===== config.mk =====
export PLATFORM = sky130hd
export DESIGN_NAME = psr_div
export DESIGN_NICKNAME = d
export VERILOG_FILES = /design/src/rtl/psr_pkg.sv /design/src/rtl/psr_div.sv
export SDC_FILE = /design/constraint.sdc
export NUM_CORES = 1
export LEC_CHECK = 0
export BUFFER_PORTS_ARGS = -buffer_cell sky130_fd_sc_hd__buf_2
export CORE_MARGIN = 4
export CORE_UTILIZATION = 30
export CTS_CLUSTER_SIZE = 25
export DETAILED_ROUTE_END_ITERATION = 6
export GPL_TIMING_DRIVEN = 0
export MAX_ROUTING_LAYER = met4
export PLACE_DENSITY = 0.47
export RECOVER_POWER = 50
export SLEW_MARGIN = 20
export SYNTH_ARGS = -nofsm -noshare
export SYNTH_HDL_FRONTEND = slang
export SYNTH_SLANG_ARGS = --single-unit

===== constraint.sdc =====
create_clock -name clk -period 9.94 [get_ports clk]
set_input_delay 0 -clock clk [delete_from_list [all_inputs] [get_ports clk]]
set_output_delay 0 -clock clk [all_outputs]
set_load 0.1 [all_outputs]

===== src/rtl/psr_pkg.sv =====
// Shared types and constants of the Poisson stencil relaxation unit.
package psr_pkg;

  localparam int DATA_W    = 32;
  localparam int FRAC_BITS = 16;
  localparam int ADDR_W    = 15;
  localparam int DIM_W     = 6;
  localparam int COEF_W    = 31;
  localparam int EPS_W     = 24;
  localparam int SWEEP_W   = 12;
  localparam int CFG_IDX_W = 3;
  localparam int RES_W     = 31;

  localparam logic [DIM_W-1:0] MAX_DIM = 6'd32;

  localparam logic signed [DATA_W-1:0] DMAX = 32'sh7FFF_FFFF;
  localparam logic signed [DATA_W-1:0] DMIN = 32'sh8000_0000;

  // Word actions.
  localparam logic [1:0] ACT_LOAD   = 2'd0;
  localparam logic [1:0] ACT_RUN    = 2'd1;
  localparam logic [1:0] ACT_READ   = 2'd2;
  localparam logic [1:0] ACT_UNUSED = 2'd3;

  // Register indexes.
  localparam logic [CFG_IDX_W-1:0] REG_SIZE_X     = 3'd0;
  localparam logic [CFG_IDX_W-1:0] REG_SIZE_Y     = 3'd1;
  localparam logic [CFG_IDX_W-1:0] REG_SIZE_Z     = 3'd2;
  localparam logic [CFG_IDX_W-1:0] REG_COEF_X     = 3'd3;
  localparam logic [CFG_IDX_W-1:0] REG_COEF_Y     = 3'd4;
  localparam logic [CFG_IDX_W-1:0] REG_COEF_Z     = 3'd5;
  localparam logic [CFG_IDX_W-1:0] REG_FLUX_SCALE = 3'd6;
  localparam logic [CFG_IDX_W-1:0] REG_MODE       = 3'd7;

  // Mode bits.
  localparam int MODE_DIEL = 0;
  localparam int MODE_IND  = 1;

  typedef struct packed {
    logic [1:0]               action;
    logic [ADDR_W-1:0]        cell_index;
    logic signed [DATA_W-1:0] charge_in;
    logic signed [DATA_W-1:0] induced_in;
    logic [EPS_W-1:0]         permittivity_in;
    logic signed [DATA_W-1:0] potential_in;
    logic [SWEEP_W-1:0]       sweep_count;
  } in_word_t;

  typedef struct packed {
    logic signed [DATA_W-1:0] potential_out;
    logic [RES_W-1:0]         residual_max;
    logic                     saturated;
  } out_word_t;

  typedef struct packed {
    logic                     start;
    logic signed [DATA_W-1:0] d;
    logic [EPS_W-1:0]         eps;
  } div_req_t;

  typedef struct packed {
    logic                     done;
    logic                     ovf;
    logic signed [DATA_W-1:0] q;
  } div_rsp_t;

endpackage


===== src/rtl/psr_div.sv =====
// Radix-2 divider for the dielectric step: saturated (d * 2^FRAC_BITS) / eps.
module psr_div import psr_pkg::*; (
  input  logic     clk,
  input  logic     rst,
  input  div_req_t req,
  output div_rsp_t rsp
);

  localparam int NUM_W = DATA_W + FRAC_BITS;

  typedef enum logic [1:0] {D_IDLE, D_STEP, D_FIN} dstate_t;

  dstate_t                  state;
  logic [5:0]               cnt;
  logic [EPS_W-1:0]         rem;
  logic [NUM_W-1:0]         num;
  logic [EPS_W-1:0]         eps;
  logic                     neg;
  logic                     d_zero;
  logic                     eps_zero;

  logic [DATA_W-1:0]        mag;
  logic [EPS_W:0]           rem_sh;
  logic                     fit;
  logic signed [DATA_W-1:0] q_fin;
  logic                     ovf_fin;

  assign mag    = req.d[DATA_W-1] ? DATA_W'(-req.d) : DATA_W'(req.d);
  assign rem_sh = {rem, num[NUM_W-1]};
  assign fit    = rem_sh >= {1'b0, eps};

  // Sign and saturation of the finished quotient.
  always_comb begin
    q_fin   = '0;
    ovf_fin = 1'b0;
    if (eps_zero) begin
      if (!d_zero) begin
        q_fin   = neg ? DMIN : DMAX;
        ovf_fin = 1'b1;
      end
    end else if (!neg) begin
      if (num > NUM_W'(33'h0_7FFF_FFFF)) begin
        q_fin   = DMAX;
        ovf_fin = 1'b1;
      end else begin
        q_fin = $signed(num[DATA_W-1:0]);
      end
    end else begin
      if (num > NUM_W'(33'h0_8000_0000)) begin
        q_fin   = DMIN;
        ovf_fin = 1'b1;
      end else begin
        q_fin = $signed(DATA_W'(0) - num[DATA_W-1:0]);
      end
    end
  end

  always_ff @(posedge clk) begin
    if (rst) begin
      state    <= D_IDLE;
      rsp.done <= 1'b0;
    end else begin
      rsp.done <= (state == D_FIN);
      case (state)
        D_IDLE: begin
          if (req.start) begin
            neg      <= req.d[DATA_W-1];
            d_zero   <= (req.d == '0);
            eps_zero <= (req.eps == '0);
            eps      <= req.eps;
            num      <= {mag, {FRAC_BITS{1'b0}}};
            rem      <= '0;
            cnt      <= 6'(NUM_W - 1);
            state    <= (req.eps == '0) ? D_FIN : D_STEP;
          end
        end
        D_STEP: begin
          rem <= fit ? EPS_W'(rem_sh - {1'b0, eps}) : rem_sh[EPS_W-1:0];
          num <= {num[NUM_W-2:0], fit};
          cnt <= cnt - 6'd1;
          if (cnt == '0) begin
            state <= D_FIN;
          end
        end
        D_FIN: begin
          rsp.q    <= q_fin;
          rsp.ovf  <= ovf_fin;
          state    <= D_IDLE;
        end
        default: begin
          state <= D_IDLE;
        end
      endcase
    end
  end

endmodule


Word level (Yosys, flattened, before mapping)
Index checks and enable logic that the tools add are counted.

word-level totals
  bits in registers = 141
  word-level logic and storage cells = 55

cells by class
  $add $sub $neg = 4
  order comparisons = 3
  equality and inequality tests = 4
  multiplexer cells = 23
  bitwise operators = 1
  reductions and logical operators = 9

operators with widths
  cell                                                   number
  two-way mux 32 bit                                     7
  case mux 48 bit (2 select lines)                       1
  > comparator 48 x 31 -> 1 bit (second input constant)  1
  > comparator 48 x 32 -> 1 bit (second input constant)  1
  two-way mux 24 bit                                     2
  two-way mux 48 bit                                     1
  case mux 24 bit (2 select lines)                       1
  zero test 32 bit                                       1
  negator 32 bit                                         1
  subtractor 1 x 32 -> 32 bit (first input constant)     1
  >= comparator 25 x 24 -> 1 bit                         1
  zero test 24 bit                                       1
  subtractor 24 bit                                      1
  case mux 6 bit (2 select lines)                        1
  zero test 6 bit                                        1
  two-way mux 2 bit                                      3
  two-way mux 6 bit                                      1
  AND reduction 3 bit                                    2
  subtractor 6 x 1 -> 6 bit (second input constant)      1
  two-way mux 1 bit                                      5
  != test 2 bit (second input constant)                  2
  case mux 2 bit (2 select lines)                        1
  AND reduction 2 bit                                    2
  equality test 2 x 1 -> 1 bit (second input constant)   1
  4 further kinds                                        4

Logic depth before layout (Yosys ltp)
  depth after elaboration = 4
  depth in mapped cells = 12

Least setup slack after synthesis
OpenSTA, ideal clock, no wires.

  kind = reg2reg
  from = register state[0]
  to = register cnt[0], enable pin
  arrival time = 5.783 ns
  data required time = 9.328 ns
  path slack = 3.545 ns
  stages on the path, launching flop included = 3
  buffers on the path = 0
  path through = dfxtp_1 nor2_1 nor3_1

on the way
  longest elaborated chain between the ends = 3

ends and longest elaborated chain
  what                                                                         RTL line       RTL
  start: declaration                                                           psr_div.sv:13  dstate_t state;
  start signal: assignment                                                     psr_div.sv:74  state <= (req.eps == '0) ? D_FIN : D_STEP;
  equality test 2 x 1 -> 1 bit / zero test 2 bit (equally long branches)       psr_div.sv:64  case (state)
  nonzero test 2 bit (no source line) / != test 2 bit (equally long branches)  -
  AND reduction 3 bit (no source line) *                                       -
  end signal: assignment                                                       psr_div.sv:73  cnt <= 6'(NUM_W - 1);
  end signal: assignment                                                       psr_div.sv:80  cnt <= cnt - 6'd1;
  end: declaration                                                             psr_div.sv:14  logic [5:0] cnt;

Mark *: on every way between the ends. The rest lies on a longest branch, timed or not.
A chain may end at the register's enable or synchronous reset.

Worst setup path in the final report
  from = register rem[0]
  to = register rem[13], data pin

on the way
  longest elaborated chain between the ends = 3

ends and longest elaborated chain
  what                                                                        RTL line                      RTL
  start: declaration                                                          psr_div.sv:15                 logic [EPS_W-1:0] rem;
  start signal: assignment                                                    psr_div.sv:78                 rem <= fit ? EPS_W'(rem_sh - {1'b0, eps}) : rem_sh[EPS_W-1:0];
  subtractor 24 bit / >= comparator 25 x 24 -> 1 bit (equally long branches)  psr_div.sv:78, psr_div.sv:30
  two-way mux 24 bit *                                                        psr_div.sv:78
  case mux 24 bit (2 select lines) *                                          psr_div.sv:64

Marked as above.

==> summary.txt <==
Hold WC Path Type: input pin to register
synth warn: 0
CTS tree: built
Max Cap Viol: 0
Num CTS Buffers: 17
Min Hold Slack: -0.003948 ns
clk_skew: 0.01647 ns
clk_lat worst skew: 0.43 ns
kind of critical path: register to register
Worst Setup Start Kind: register
share of the synthesized area in the top cell type: 50.06%
area of the core: 27,030 um^2
First-pass DRT Iterations: 6
chip height: 174.1 um
final std cells w/o fill: 1,337
critical path capture point type: register
VDD IR max: 0.09049 mV
Starting Density: 30.63%
Routed WL: 22.71 mm
Clock Tree Root: clkbuf_16
Slew Viols, Final: 0
worst reg-to-reg path cell count: 11
Worst Max-Slew Pin Slew: 1.184 ns
EDFF count, synth: 138
pwr dens: 161.8 nW/um^2
cts hold-fix bufs: 38
area of the die: 30,310 um^2
Post-Syn Area: 8278 um^2
Iter 0 DRT Violations: 369
Leak: 3.654 nW
failing checks: hold timing
R2R Setup Slk: 6.19 ns
post-CTS setup buffer count: 0
final critical-path share of the clock period: 37.70%
count leader, synth: edfxtp_1
CTS sink cnt: 141
area grow syn2layout: 22.45%
critical path fanouts, max: 10
first-pass GRT wire length: 37.12 mm
io pins: 93
PostCTS Resize Cnt: 0
Post-Syn Nets: 904
row count: 60
Slew HR: 21.39%
ANT nets after route: 0
Setup violations, final: 0
antenna violations before repair: 0
Syn Inst Count: 816
H-tree depth: 4
Residual DRC: 0
post-DR wirelength/cell: 16.99 um
power share of the clock group: 38.4%
routed via count: 6,681
fin nets: 1,071
Synth async-reset ratio: 0%
RSZ-0062 raised after global routing: no
Sw Share: 28.19%
#FFs+latches synth: 141
post-DP HPWL: 17.01 mm
setup TNS: 0 ns
Port Buf Inserts: 92
ANT cells: 0
DIE WIDTH: 174.1 um
Max Clock Freq: 266.9 MHz
largest net degree at the start of global routing: 17
top_reg_cell synth: edfxtp_1
Comb power frac: 17.0%
vias in the first global route: 6,785
Seq pwr share: 44.6%
via density per instance: 4.997
GP Congestion: 0.8537
Tmin final: 3.747 ns
Placed Cells: 1,267
hold path depth: 3
Seq/Total Area, Yosys: 50.79%
outcome: finished, violations left
internal power: 0.001178 W
ratio of cells with drive above 1 in the final layout: 9.839%
CP arrival: 4.00 ns
Post-synth top cells: edfxtp_1, nand2_1, a21oi_1, o21ai_0, nor2_1
final hold violations: 1
CTS clk-pin slew, worst paths: 0.06 ns
count of different cell masters after synthesis: 60
Tot GR Track Use: 15.60%
gr ovfl total: 0
Area contributors post-synth: edfxtp_1, nand2_1, ha_1
Yosys top cell by area: edfxtp_1
clock buffer depth: 2
syn_area_per_cell: 10.14 um^2
switching power: 0.0004624 W
CP required: 10.20 ns
-- cell type report --
| type | instances | area [um^2] |
|---|---|---|
| clock inverters | 13 | 138.9 |
| inverters | 40 | 150.1 |
| plain buffers | 34 | 141.4 |
| fillers | 2796 | 16890 |
| well taps | 341 | 426.7 |
| repair buffers | 148 | 859.6 |
| multi-input cells | 601 | 3782 |
| clock buffers | 19 | 432.9 |
| flip-flops and latches | 141 | 4204 |
-- worst paths after layout --
kind,startpoint,endpoint
setup / recovery,rem[0],rem[13]
hold / removal,req[41],num[33]
setup reg to reg,rem[0],rem[13]
hold reg to reg,state[1],rsp[33]
-- sequential cells by signal, indices dropped and copies added, names as in the netlist --
name / count
cnt: 6
d_zero: 1
eps: 24
eps_zero: 1
neg: 1
num: 48
rem: 24
rsp: 34
state: 2
-- power by group through the flow --
stage	sequential, W	combinational (W)	clock [W]
after global routing	0.000736	0.000314	0.000674
after floorplan	0.000750	0.000174	0
after detailed placement	0.000743	0.000271	0
after global placement	0.000751	0.000264	0
after CTS	0.000731	0.000285	0.000646
final	0.000731	0.000278	0.000630
-- worst max-delay path, stage by stage (launching register included) --
cell and delay, ns:
edfxtp_1 0.42, ha_1 0.33, nor2b_1 0.15, o31a_1 0.27, o41ai_1 0.59, a21oi_1 0.24, nor2_1 0.18, o21a_1 0.12
clkbuf_1 0.46, clkbuf_1 0.54, nand2_1 0.11, a21oi_1 0.17
-- placed cells by master (no fill, tap or decap), drive strengths merged, types with 10 or more instances in the layout --
| cell | synthesis | final |
|---|---|---|
| nor3 | 20 | 20 |
| ha | 28 | 28 |
| or3 | 12 | 12 |
| edfxtp | 138 | 138 |
| xor2 | 37 | 37 |
| a211oi | 10 | 10 |
| nor4 | 20 | 20 |
| inv | 40 | 44 |
| nor2 | 46 | 46 |
| xnor2 | 17 | 17 |
| clkbuf | 25 | 110 |
| dlygate4sd3 | 0 | 38 |
| nand2 | 117 | 117 |
| and2 | 14 | 14 |
| o311ai | 13 | 13 |
| o211a | 15 | 15 |
| nand3 | 13 | 13 |
| buf | 9 | 53 |
| o31ai | 16 | 16 |
| a21oi | 53 | 53 |
| o21ai | 76 | 76 |
-- layer usage --
layer / global-route usage, % / part of all wire (%)
met4: 3.662 / 0.98
met2: 25.62 / 47
met1: 20.48 / 49
met3: 2.327 / 3.0
met5: - / 0
-- logic make-up (layout without fill, tap and decap cells) --
logic type	after synthesis	after routing	synth area share, %
xor+xnor	54	54	5.713
mux	1	1	0.1209
buf+inv	74	254	3.522
flops	141	141	50.79
compound gates	226	226	17.90
simple gates	291	291	17.49
fa+ha+maj	29	29	4.474
-- through the flow --
step,power [W],instance area (um^2),util [%],setup WS [ns],hold WS [ns]
2_1_floorplan,0.0009244,8278,-,3.545,0.06907
3_3_place_gp,0.001015,9165,33.91,0.3936,0.1925
3_5_place_dp,0.001014,9316,34.47,6.265,0.1937
4_1_cts,0.001661,10270,38.00,6.234,0.005966
5_1_grt,0.001724,10140,37.50,5.946,0.03054
6_report,0.001640,10140,37.50,6.193,-0.003948
No activity file was read; power rests on OpenSTA's default activity.
